[config.mk]
export PLATFORM = sky130hd
export DESIGN_NAME = link_delay_sync_interval_setting
export DESIGN_NICKNAME = d
export VERILOG_FILES = /design/src/rtl/core/ldsi_pkg.sv /design/src/rtl/core/link_delay_sync_interval_setting.sv /design/src/rtl/core/ldsi_interval.sv
export SDC_FILE = /design/constraint.sdc
export NUM_CORES = 1
export LEC_CHECK = 0
export ABC_AREA = 1
export BUFFER_PORTS_ARGS = -buffer_cell sky130_fd_sc_hd__buf_2
export CAP_MARGIN = 10
export CORE_MARGIN = 4
export CORE_UTILIZATION = 58
export CTS_CLUSTER_DIAMETER = 50
export DETAILED_ROUTE_END_ITERATION = 16
export PLACE_DENSITY_LB_ADDON = 0.05
export SLEW_MARGIN = 30
export SYNTH_ARGS = -nofsm -noshare
export SYNTH_HDL_FRONTEND = slang
export SYNTH_SLANG_ARGS = --single-unit
[constraint.sdc]
create_clock -name clk -period 4 [get_ports clk]
set_input_delay 1 -clock clk [delete_from_list [all_inputs] [get_ports clk]]
set_output_delay 1 -clock clk [all_outputs]
set_load 0.05 [all_outputs]
[src/rtl/core/ldsi_pkg.sv]
package ldsi_pkg;

	// Channel widths
	localparam int unsigned S_DATA_W  = 32;
	localparam int unsigned S_USER_W  = 1;
	localparam int unsigned M_DATA_W  = 224;
	localparam int unsigned CFG_IDX_W = 2;
	localparam int unsigned LOG_W     = 8;
	localparam int unsigned NS_W      = 64;

	// Input word kinds carried on s_tuser
	localparam logic OP_LATCH = 1'b0;
	localparam logic OP_EVAL  = 1'b1;

	// Configuration register indexes
	localparam logic [CFG_IDX_W-1:0] REG_INIT_PDELAY   = 2'd0;
	localparam logic [CFG_IDX_W-1:0] REG_INIT_SYNC     = 2'd1;
	localparam logic [CFG_IDX_W-1:0] REG_INIT_ANNOUNCE = 2'd2;

	// Reset values of the initial log intervals
	localparam logic signed [LOG_W-1:0] RST_INIT_PDELAY   = 8'sd0;
	localparam logic signed [LOG_W-1:0] RST_INIT_SYNC     = -8'sd3;
	localparam logic signed [LOG_W-1:0] RST_INIT_ANNOUNCE = 8'sd0;

	// Special message log values
	localparam logic signed [LOG_W-1:0] LOG_KEEP    = -8'sd128;
	localparam logic signed [LOG_W-1:0] LOG_INITIAL = 8'sd126;

	// Largest log whose interval still fits in 64 bits
	localparam logic signed [LOG_W-1:0] LOG_MAX_FIT = 8'sd34;

	localparam logic [NS_W-1:0] NS_PER_SECOND = 64'd1_000_000_000;

	// Reported machine state codes
	localparam logic [1:0] FSM_NOT_ENABLED   = 2'd0;
	localparam logic [1:0] FSM_INITIALIZING  = 2'd1;
	localparam logic [1:0] FSM_SET_INTERVALS = 2'd2;

	typedef enum logic [2:0] {
		ST_NOT_ENABLED   = 3'b001,
		ST_INITIALIZING  = 3'b010,
		ST_SET_INTERVALS = 3'b100
	} state_t;

	// Convert a log2-seconds interval to nanoseconds, truncated and saturated
	function automatic logic [NS_W-1:0] log_to_ns(input logic signed [LOG_W-1:0] lg);
		logic [LOG_W-1:0] neg_l;
		neg_l = 8'd0 - lg;
		if (lg > LOG_MAX_FIT)
			return '1;
		else if (lg >= 8'sd0)
			return NS_PER_SECOND << lg[5:0];
		else if (neg_l >= 8'd64 || lg == LOG_KEEP)
			return '0;
		else
			return NS_PER_SECOND >> neg_l[5:0];
	endfunction

endpackage

[src/rtl/core/link_delay_sync_interval_setting.sv]
// Channel   | Dir | Handshake           | Payload
// ----------+-----+---------------------+-------------------------------------------
// s_        | in  | s_tvalid / s_tready | s_tuser: op; s_tdata: enables, message
// m_        | out | m_tvalid / m_tready | m_tdata: state, logs, intervals, flags
// cfg_      | in  | cfg_valid/cfg_ready | cfg_index, cfg_data: initial log intervals
//
// One word in, one word out; a new word is taken every cycle unless a result is stalled.
// The machine state registers double as the result register, so a result
// appears the cycle after its word is accepted.
// A stalled result (m_tvalid high, m_tready low) holds s_tready low.
// arst_n clears the machine state and loads the default initial log intervals.
// Configuration writes are taken in any cycle.
module link_delay_sync_interval_setting (
	input  logic                               clk,
	input  logic                               arst_n,
	input  logic                               s_tvalid,
	output logic                               s_tready,
	// [0] begin_req, [1] port_enabled, [2] ptt_enabled, [10:3] msg_link_delay_log,
	// [18:11] msg_sync_log, [26:19] msg_announce_log, [27] msg_rate_ratio_flag,
	// [28] msg_prop_delay_flag, [31:29] zero
	input  logic [ldsi_pkg::S_DATA_W-1:0]      s_tdata,
	// [0] op
	input  logic [ldsi_pkg::S_USER_W-1:0]      s_tuser,
	output logic                               m_tvalid,
	input  logic                               m_tready,
	// [1:0] fsm_state, [9:2] cur_log_pdelay, [17:10] cur_log_sync,
	// [25:18] cur_log_announce, [89:26] pdelay_ns, [153:90] sync_ns,
	// [217:154] announce_ns, [218] rate_ratio_on, [219] prop_delay_on, [223:220] zero
	output logic [ldsi_pkg::M_DATA_W-1:0]      m_tdata,
	input  logic                               cfg_valid,
	output logic                               cfg_ready,
	input  logic [ldsi_pkg::CFG_IDX_W-1:0]     cfg_index,
	input  logic [ldsi_pkg::LOG_W-1:0]         cfg_data
);
	import ldsi_pkg::*;

	// Configuration
	logic signed [LOG_W-1:0] init_pdelay_q, init_sync_q, init_announce_q;

	// Machine state, also the result word
	state_t                  state_q;
	logic                    pending_q;
	logic signed [LOG_W-1:0] held_link_q, held_sync_q, held_announce_q;
	logic [1:0]              held_flags_q;
	logic signed [LOG_W-1:0] cur_pdelay_q, cur_sync_q, cur_announce_q;
	logic [NS_W-1:0]         pdelay_ns_q, sync_ns_q, announce_ns_q;
	logic [1:0]              compute_q;
	logic                    m_tvalid_q;

	// Unpacked input word
	logic                    op;
	logic                    begin_req, port_enabled, ptt_enabled;
	logic signed [LOG_W-1:0] msg_link_log, msg_sync_log, msg_announce_log;
	logic [1:0]              msg_flags;

	logic                    accept;
	logic                    disable_req, do_load, do_apply;
	logic [1:0]              fsm_code;
	logic signed [LOG_W-1:0] nxt_pdelay_log, nxt_sync_log, nxt_announce_log;
	logic [NS_W-1:0]         nxt_pdelay_ns, nxt_sync_ns, nxt_announce_ns;

	assign op               = s_tuser[0];
	assign begin_req        = s_tdata[0];
	assign port_enabled     = s_tdata[1];
	assign ptt_enabled      = s_tdata[2];
	assign msg_link_log     = s_tdata[10:3];
	assign msg_sync_log     = s_tdata[18:11];
	assign msg_announce_log = s_tdata[26:19];
	assign msg_flags        = s_tdata[28:27];

	// Take a new word unless a result is stalled
	assign s_tready  = !m_tvalid_q || m_tready;
	assign accept    = s_tvalid && s_tready;
	assign cfg_ready = 1'b1;

	// Decide what an evaluation word does
	assign disable_req = begin_req || !port_enabled || !ptt_enabled;
	assign do_load     = accept && op == OP_EVAL && !disable_req && state_q == ST_NOT_ENABLED;
	assign do_apply    = accept && op == OP_EVAL && !disable_req && pending_q &&
	                     (state_q == ST_INITIALIZING || state_q == ST_SET_INTERVALS);

	ldsi_interval u_pdelay (
		.load_init (do_load),
		.msg_log   (held_link_q),
		.init_log  (init_pdelay_q),
		.cur_log   (cur_pdelay_q),
		.cur_ns    (pdelay_ns_q),
		.nxt_log   (nxt_pdelay_log),
		.nxt_ns    (nxt_pdelay_ns)
	);

	ldsi_interval u_sync (
		.load_init (do_load),
		.msg_log   (held_sync_q),
		.init_log  (init_sync_q),
		.cur_log   (cur_sync_q),
		.cur_ns    (sync_ns_q),
		.nxt_log   (nxt_sync_log),
		.nxt_ns    (nxt_sync_ns)
	);

	ldsi_interval u_announce (
		.load_init (1'b0),
		.msg_log   (held_announce_q),
		.init_log  (init_announce_q),
		.cur_log   (cur_announce_q),
		.cur_ns    (announce_ns_q),
		.nxt_log   (nxt_announce_log),
		.nxt_ns    (nxt_announce_ns)
	);

	// Write configuration registers, drop indexes beyond the list
	always_ff @(posedge clk or negedge arst_n) begin
		if (!arst_n) begin
			init_pdelay_q   <= RST_INIT_PDELAY;
			init_sync_q     <= RST_INIT_SYNC;
			init_announce_q <= RST_INIT_ANNOUNCE;
		end else if (cfg_valid && cfg_ready) begin
			unique case (cfg_index)
				REG_INIT_PDELAY:   init_pdelay_q   <= cfg_data;
				REG_INIT_SYNC:     init_sync_q     <= cfg_data;
				REG_INIT_ANNOUNCE: init_announce_q <= cfg_data;
				default: ;
			endcase
		end
	end

	// Latch messages and advance the machine on each accepted word
	always_ff @(posedge clk or negedge arst_n) begin
		if (!arst_n) begin
			state_q         <= ST_NOT_ENABLED;
			pending_q       <= 1'b0;
			held_link_q     <= '0;
			held_sync_q     <= '0;
			held_announce_q <= '0;
			held_flags_q    <= '0;
			cur_pdelay_q    <= '0;
			cur_sync_q      <= '0;
			cur_announce_q  <= '0;
			pdelay_ns_q     <= '0;
			sync_ns_q       <= '0;
			announce_ns_q   <= '0;
			compute_q       <= '0;
		end else begin
			if (accept && op == OP_LATCH) begin
				held_link_q     <= msg_link_log;
				held_sync_q     <= msg_sync_log;
				held_announce_q <= msg_announce_log;
				held_flags_q    <= msg_flags;
				pending_q       <= 1'b1;
			end
			if (accept && op == OP_EVAL && disable_req) begin
				state_q <= ST_NOT_ENABLED;
			end
			if (do_load || do_apply) begin
				cur_pdelay_q <= nxt_pdelay_log;
				cur_sync_q   <= nxt_sync_log;
				pdelay_ns_q  <= nxt_pdelay_ns;
				sync_ns_q    <= nxt_sync_ns;
				pending_q    <= 1'b0;
			end
			if (do_load) begin
				compute_q <= 2'b11;
				state_q   <= ST_INITIALIZING;
			end
			if (do_apply) begin
				cur_announce_q <= nxt_announce_log;
				announce_ns_q  <= nxt_announce_ns;
				compute_q      <= held_flags_q;
				state_q        <= ST_SET_INTERVALS;
			end
		end
	end

	// Raise a result after each accepted word, drop it once taken
	always_ff @(posedge clk or negedge arst_n) begin
		if (!arst_n) begin
			m_tvalid_q <= 1'b0;
		end else begin
			m_tvalid_q <= accept || (m_tvalid_q && !m_tready);
		end
	end

	// Encode the one-hot state for the result word
	always_comb begin
		unique case (state_q)
			ST_NOT_ENABLED:   fsm_code = FSM_NOT_ENABLED;
			ST_INITIALIZING:  fsm_code = FSM_INITIALIZING;
			ST_SET_INTERVALS: fsm_code = FSM_SET_INTERVALS;
			default:          fsm_code = FSM_NOT_ENABLED;
		endcase
	end

	assign m_tvalid = m_tvalid_q;
	assign m_tdata  = {4'd0, compute_q[1], compute_q[0],
	                   announce_ns_q, sync_ns_q, pdelay_ns_q,
	                   cur_announce_q, cur_sync_q, cur_pdelay_q, fsm_code};

endmodule

[src/rtl/core/ldsi_interval.sv]
module ldsi_interval (
	input  logic                               load_init,
	input  logic signed [ldsi_pkg::LOG_W-1:0]  msg_log,
	input  logic signed [ldsi_pkg::LOG_W-1:0]  init_log,
	input  logic signed [ldsi_pkg::LOG_W-1:0]  cur_log,
	input  logic        [ldsi_pkg::NS_W-1:0]   cur_ns,
	output logic signed [ldsi_pkg::LOG_W-1:0]  nxt_log,
	output logic        [ldsi_pkg::NS_W-1:0]   nxt_ns
);
	import ldsi_pkg::*;

	logic signed [LOG_W-1:0] sel_log;
	logic                    keep;

	// Pick the log to apply: initial on load or on request, else the message value
	always_comb begin
		keep    = 1'b0;
		sel_log = msg_log;
		if (load_init || msg_log == LOG_INITIAL) begin
			sel_log = init_log;
		end else if (msg_log == LOG_KEEP) begin
			keep = 1'b1;
		end
	end

	// Hold the current interval when the message says keep
	always_comb begin
		if (keep) begin
			nxt_log = cur_log;
			nxt_ns  = cur_ns;
		end else begin
			nxt_log = sel_log;
			nxt_ns  = log_to_ns(sel_log);
		end
	end

endmodule

# == Word-level counts from Yosys, hierarchy flattened ==
# Cells that the tools add are included.
# W data, S select, Z words.
# totals
regBits,273
inputBits,48
# op_classes
add_sub_neg,3
magnitude_cmp,9
eq_ne,14
shift,6
mux,26
bitwise,4
n_reduce_logical,35
# op_table
cell,n
$mux W64,9
$shl A30 B6 Y64 const A,3
$shr A30 B6 Y64 const A,3
$eq A8 B8 Y1 const B,9
$ge A8 B1 Y1 const B,3
$ge A8 B7 Y1 const B,3
$gt A8 B7 Y1 const B,3
$mux W8,3
$sub A1 B8 Y8 const A,3
$reduce_and A2 Y1,6
$logic_or A1 B1 Y1,11
$logic_and A1 B1 Y1,9
$mux W3,3
$mux W1,8
$logic_not A1 Y1,5
$mux W2,2
$not A1 Y1,4
$pmux W2 S2,1
$reduce_bool A2 Y1,2
$eq A3 B1 Y1 const B,1
$eq A3 B2 Y1 const B,1
$eq A3 B3 Y1 const B,1
$reduce_bool A3 Y1,1
$eq A2 B1 Y1 const B,1
2 further kinds,2

# == Longest topological paths before layout ==
# logic_depth
word_depth,14
mapped_depth,23

# == Cells and area by module ==
# Synthesis repeated with hierarchy kept, for this count alone.
# unflattened
cells_unflattened,3176
area_unflattened_um2,20502.2
# modules_own_cells
module,instances,cells_each,area_per_inst_um2,seq_area_each_um2
link_delay_sync_interval_setting,1,1137,10706.5,6841.6
ldsi_interval at u_pdelay ...,2,679,3270.6,0.0
ldsi_interval at u_announce,1,681,3254.4,0.0

# == Worst setup path after synthesis ==
# Ideal clock, no wire load.
# synth_timing
path_type,input port to flip-flop
startpoint,input port m_tready
endpoint,register pdelay_ns_q[15]
setup_time_ps,121
arrival_time_ps,3988
required_time_ps,3879
slack_ps,-109
stages,21
path_cell_list,inv_1 nand2_2 nand3_2 nor2_4 nand2_4 buf_6 nand2_8 buf_12 nand2_2 nand2_4 ha_1 inv_1 ha_1 clkbuf_1 inv_1 clkbuf_1 o21ai_0 nand3b_1 o21ai_0 nand3_2 a21oi_2
# synth_between
elab_chain_cells,13
elab_cells_between_ends,24
# synth_lines
item,line,source
"start, declared",link_delay_sync_interval_setting.sv:25,"input logic m_tready,"
$logic_or A1 B1 Y1 *,link_delay_sync_interval_setting.sv:72,assign s_tready = !m_tvalid_q || m_tready;
named net s_tready,link_delay_sync_interval_setting.sv:17,"output logic s_tready,"
$logic_and A1 B1 Y1 *,link_delay_sync_interval_setting.sv:73,assign accept = s_tvalid && s_tready;
$logic_and A1 B1 Y1 * (2 in a row),"link_delay_sync_interval_setting.sv:78, link_delay_sync_interval_setting.sv:79",
$logic_and A1 B1 Y1,link_delay_sync_interval_setting.sv:78,assign do_load = accept && op == OP_EVAL && !disable_req && state_q == ST_NOT_ENABLED;
$logic_or A1 B1 Y1,ldsi_interval.sv:19,if (load_init || msg_log == LOG_INITIAL) begin
$mux W8,ldsi_interval.sv:19,
$sub A1 B8 Y8,ldsi_pkg.sv:48,neg_l = 8'd0 - lg;
$ge A8 B7 Y1,ldsi_pkg.sv:53,else if (neg_l >= 8'd64 || lg == LOG_KEEP)
$logic_or A1 B1 Y1,ldsi_pkg.sv:53,
$mux W64,ldsi_pkg.sv:53,
$mux W64,ldsi_pkg.sv:51,else if (lg >= 8'sd0)
$mux W64,ldsi_pkg.sv:49,if (lg > LOG_MAX_FIT)
"end signal, assigned",link_delay_sync_interval_setting.sv:158,pdelay_ns_q <= nxt_pdelay_ns;
"end, declared",link_delay_sync_interval_setting.sv:46,"logic [NS_W-1:0] pdelay_ns_q, sync_ns_q, announce_ns_q;"
# Mark *: on every way through the listed nets, which the timed path passes. The rest lies on a longest branch.
# A chain may end at the register's enable or synchronous reset.

# == Worst setup path after layout ==
# layout_timing
startpoint,input port s_tdata[0] (netlist name)
endpoint,register sync_ns_q[21]
# layout_between
elab_chain_cells,13
elab_cells_between_ends,24
# layout_lines
item,line,source
"start, declared",link_delay_sync_interval_setting.sv:21,"input logic [ldsi_pkg::S_DATA_W-1:0] s_tdata,"
$logic_or A1 B1 Y1 * (2 in a row),link_delay_sync_interval_setting.sv:77,assign disable_req = begin_req || !port_enabled || !ptt_enabled;
$logic_not A1 Y1 *,"link_delay_sync_interval_setting.sv:78, link_delay_sync_interval_setting.sv:79",
$logic_and A1 B1 Y1 *,"link_delay_sync_interval_setting.sv:78, link_delay_sync_interval_setting.sv:79",
$logic_and A1 B1 Y1,link_delay_sync_interval_setting.sv:78,
$logic_or A1 B1 Y1,ldsi_interval.sv:19,
$mux W8,ldsi_interval.sv:19,
$sub A1 B8 Y8,ldsi_pkg.sv:48,
$ge A8 B7 Y1,ldsi_pkg.sv:53,
$logic_or A1 B1 Y1,ldsi_pkg.sv:53,
$mux W64,ldsi_pkg.sv:53,
$mux W64,ldsi_pkg.sv:51,
$mux W64,ldsi_pkg.sv:49,
"end signal, assigned",link_delay_sync_interval_setting.sv:159,sync_ns_q <= nxt_sync_ns;
"end, declared",link_delay_sync_interval_setting.sv:46,
# Every way passes the cells marked *; elsewhere a longest branch is shown, timed or not.

==> flow_metrics.py <==
metrics = {
    "timing": {
        "timing.final.max_slew_violations": 0,
        "setup_violations": 0,
        "final_min_period_over_clock_period": 0.845,
        "fin_tns_setup_ns": 0,
        "final_hold_viol_count": 0,
        "worst-slew-pin-transition_ns": 0.756,
        "fin_skew_ns": 0.0221,
        "grt_setup_unrepaired": "false",
        "clock.fmax_mhz": 296,
        "hold_ws_ns": 0.474,
        "relSlewSlack": 0.490,
        "timing.final.crit_period_ns": 3.38,
    },
    "setup_path": {
        "worst-endpoint-arrival_ns": 3.82,
        "worstSetupEndpointType": "flip-flop",
        "critical_path_required_ns": 4.44,
        "setup.reg_to_reg.worst_slack_ns": 0.65,
        "worstPathMaxFanout": 20,
        "startpoint": "s_tdata[0]",
        "cp-start-kind": "input pin",
        "worstReg2RegStart": "held_announce_q[1]",
        "worst-setup-path-type": "input pin to flip-flop",
    },
    "yosys": {
        "synth.avg_cell_area_um2": 7.20,
        "synth.yosys.warnings": 0,
        "synth.top_cells.by_count": "617 x nand2_1, 291 x nor2_1, 286 x nand3_1",
        "netlist.area_leader.share": 0.369,
        "synth_seq_area_share": 0.381,
        "yosys.cell_count.top_type": "nand2_1",
        "synth_edf_count": 0,
        "synth_cells": 2492,
        "synth_top_cell_by_area": "dfrtp_1",
        "yosys.cell_types.count": 56,
        "post_synth_instance_area_um2": 17900,
        "synth_top_cells_by_area": "dfrtp_1 37%, nand2_1 13%, nand3_1 8.0%",
        "async_reset_ff_frac": 1.00,
        "synthFlopType": "dfrtp_1",
        "ys_seq_elements": 273,
    },
    "power": {
        "internal_power_uw": 7290,
        "net_sw_frac": 0.494,
        "total_leakage_power_uw": 0.0108,
        "power_uw": 14400,
        "power.share.clock": 0.231,
        "powerDensity_nw_per_um2": 687,
        "power.net_switching_uw": 7130,
        "sequentialPowerShare": 0.269,
        "irDropWorstVdd_uv": 592,
        "p_comb_frac": 0.499,
    },
    "place": {
        "buffers_added_on_ports": 266,
        "finalWeightedCongestion": 1.02,
        "hpwlAfterDp_mm": 45.6,
    },
    "hold_path": {
        "hp-class": "flip-flop to flip-flop",
        "worstHoldStart": "cur_pdelay_q[0]",
    },
    "routing": {
        "drt-wirelength-per-cell_um": 19.7,
        "detailroute.via_count": 18700,
        "ant_nets": 0,
        "drt_iter0_markers": 1858,
        "vias_per_cell": 5.91,
        "drt_pass_1_iters": 6,
        "wl_mm": 62.3,
        "detail_route.drc_violations": 0,
    },
    "cts": {
        "cts.clk_slew.worst_paths_ns": 0.05,
        "cts_tree": "yes",
        "clk_root_buffer_cell": "clkbuf_16",
        "postCtsHoldBufs": 0,
        "cts_buffer_depth": 3,
        "numCtsBuffers": 36,
        "ctsResizeCount": 0,
        "worst_skew_pair.late_latency_ns": 0.53,
        "post_cts.repair.setup_buffers": 0,
        "cts_sinks": 273,
        "cts_max_level": 2,
    },
    "global_routing": {
        "pin_count_of_the_biggest_net_entering_global_routing": 92,
        "grt_antenna_before_repair": 7,
        "first_pass_grt_wire_length_mm": 96.7,
        "global_route.overflow_total": 0,
        "number_of_global_route_vias_before_repair": 17800,
        "track_usage": 0.357,
    },
    "floorplanning": {
        "dieArea_um2": 33800,
        "standard_cell_row_count": 64,
        "floorplan.die.height_um": 184,
        "initial_util": 0.587,
        "floorplan.die.width_um": 184,
        "ios": 275,
        "core_um2": 30600,
    },
    "final_layout": {
        "area_growth_syn_to_layout_pct": 16.8,
        "reg_top3": "announce_ns_q x64, pdelay_ns_q x64, sync_ns_q x64",
        "final_layout_size_suffix_gt1_frac": 0.212,
        "final_net_count": 2817,
    },
    "job": {
        "cap_violations": 0,
    },
    "status": {
        "result_of_the_run": "finished clean",
    },
}
## logic make-up after synthesis
kind of cell	Yosys count	share of synthesized area
xor+xnor	2	0.00244
simple gates	1356	0.344
flops	273	0.381
compound gates	500	0.163
buf+inv	318	0.0809
fa+ha+maj	36	0.0251
other cells	2	0.000418
mux	5	0.00314
## metrics by stage
stage / utilization / instance area [µm²] / cells / setup WS, ns
final: 0.686 / 21000 / 3159 / 0.622
after global routing: 0.686 / 21000 / 3159 / 0.401
after CTS: 0.685 / 21000 / 3154 / 0.671
after detailed placement: 0.645 / 19700 / 3091 / 0.158
after global placement: 0.645 / 19700 / 3091 / 0.239
after floorplan: - / 18000 / 2495 / 0.0322
## cells in the final DEF (no fill, tap or decap), types with 5 or more instances in the layout
master and n:
nor4_1 6, nand2_1 617, a21oi_1 197, nor2_1 290, nand3_1 286, clkinv_2 5, nor2_4 5, nor2_2 7
buf_12 9, diode_2 5, dfstp_2 8, inv_2 17, nor3_1 7, o21ai_1 21, buf_2 265, nand2_2 19
o21ai_0 157, inv_1 152, o211ai_1 22, conb_1 5, o21ai_2 8, clkbuf_8 5, nand3b_1 9, nand4_1 12
or2_2 39, a2bb2oi_1 21, mux2_2 5, a21boi_1 22, ha_1 36, a21oi_2 11, nand3_2 18, nand2_4 18
dfrtp_1 265, o21a_1 19, buf_4 70, clkbuf_16 38
## area by class of cell
type	count	area (µm²)
multi-input combinational	1904	9680
fill	2711	9620
sequential	273	6840
timing repair buffer	345	2050
clock buffer	47	1030
inverter	173	652
tap	396	495
clock inverter	16	209
antenna	5	12.5
## critical path: stages
cell and delay [ns]:
buf_2 0.10, nor2_2 0.11, nand2_1 0.10, nor2_4 0.17, nand2_4 0.21, nand2_8 0.20
nand2_4 0.08, nand2_8 0.14, ha_1 0.20, inv_1 0.06, ha_1 0.31, inv_1 0.30
nor2_1 0.13, inv_1 0.12, nand2_1 0.06, inv_1 0.07, nand3_1 0.09, nand2_1 0.13
nand3_1 0.08, a21oi_1 0.14
## power groups by stage
stage | combinational, µW | sequential (µW) | clock, µW
2_1_floorplan | 3090 | 5990 | 0
3_3_place_gp | 7010 | 3880 | 0
3_5_place_dp | 7060 | 3910 | 0
4_1_cts | 7120 | 3870 | 3360
5_1_grt | 7730 | 3960 | 3490
6_report | 7200 | 3880 | 3340
## final timing paths
path	endpoint	cells past startpoint
setup / recovery	sync_ns_q[21]	20
hold / removal	cur_pdelay_q[0]	2
setup reg to reg	announce_ns_q[16]	13
hold reg to reg	cur_pdelay_q[0]	2
max in group asynchronous	announce_ns_q[62]	2
min in group asynchronous	pdelay_ns_q[2]	1
## layer usage
layer | up-vias | track usage | wire length, µm | share of wire
met5 | - | 0 | 23 | 0.00037
met4 | 4 | 0.165 | 2970 | 0.048
met3 | 198 | 0.0613 | 4950 | 0.079
met2 | 955 | 0.578 | 29300 | 0.47
met1 | 8837 | 0.471 | 25100 | 0.40
li1 | 8678 | - | - | -
(Power assumes the default switching activity.)
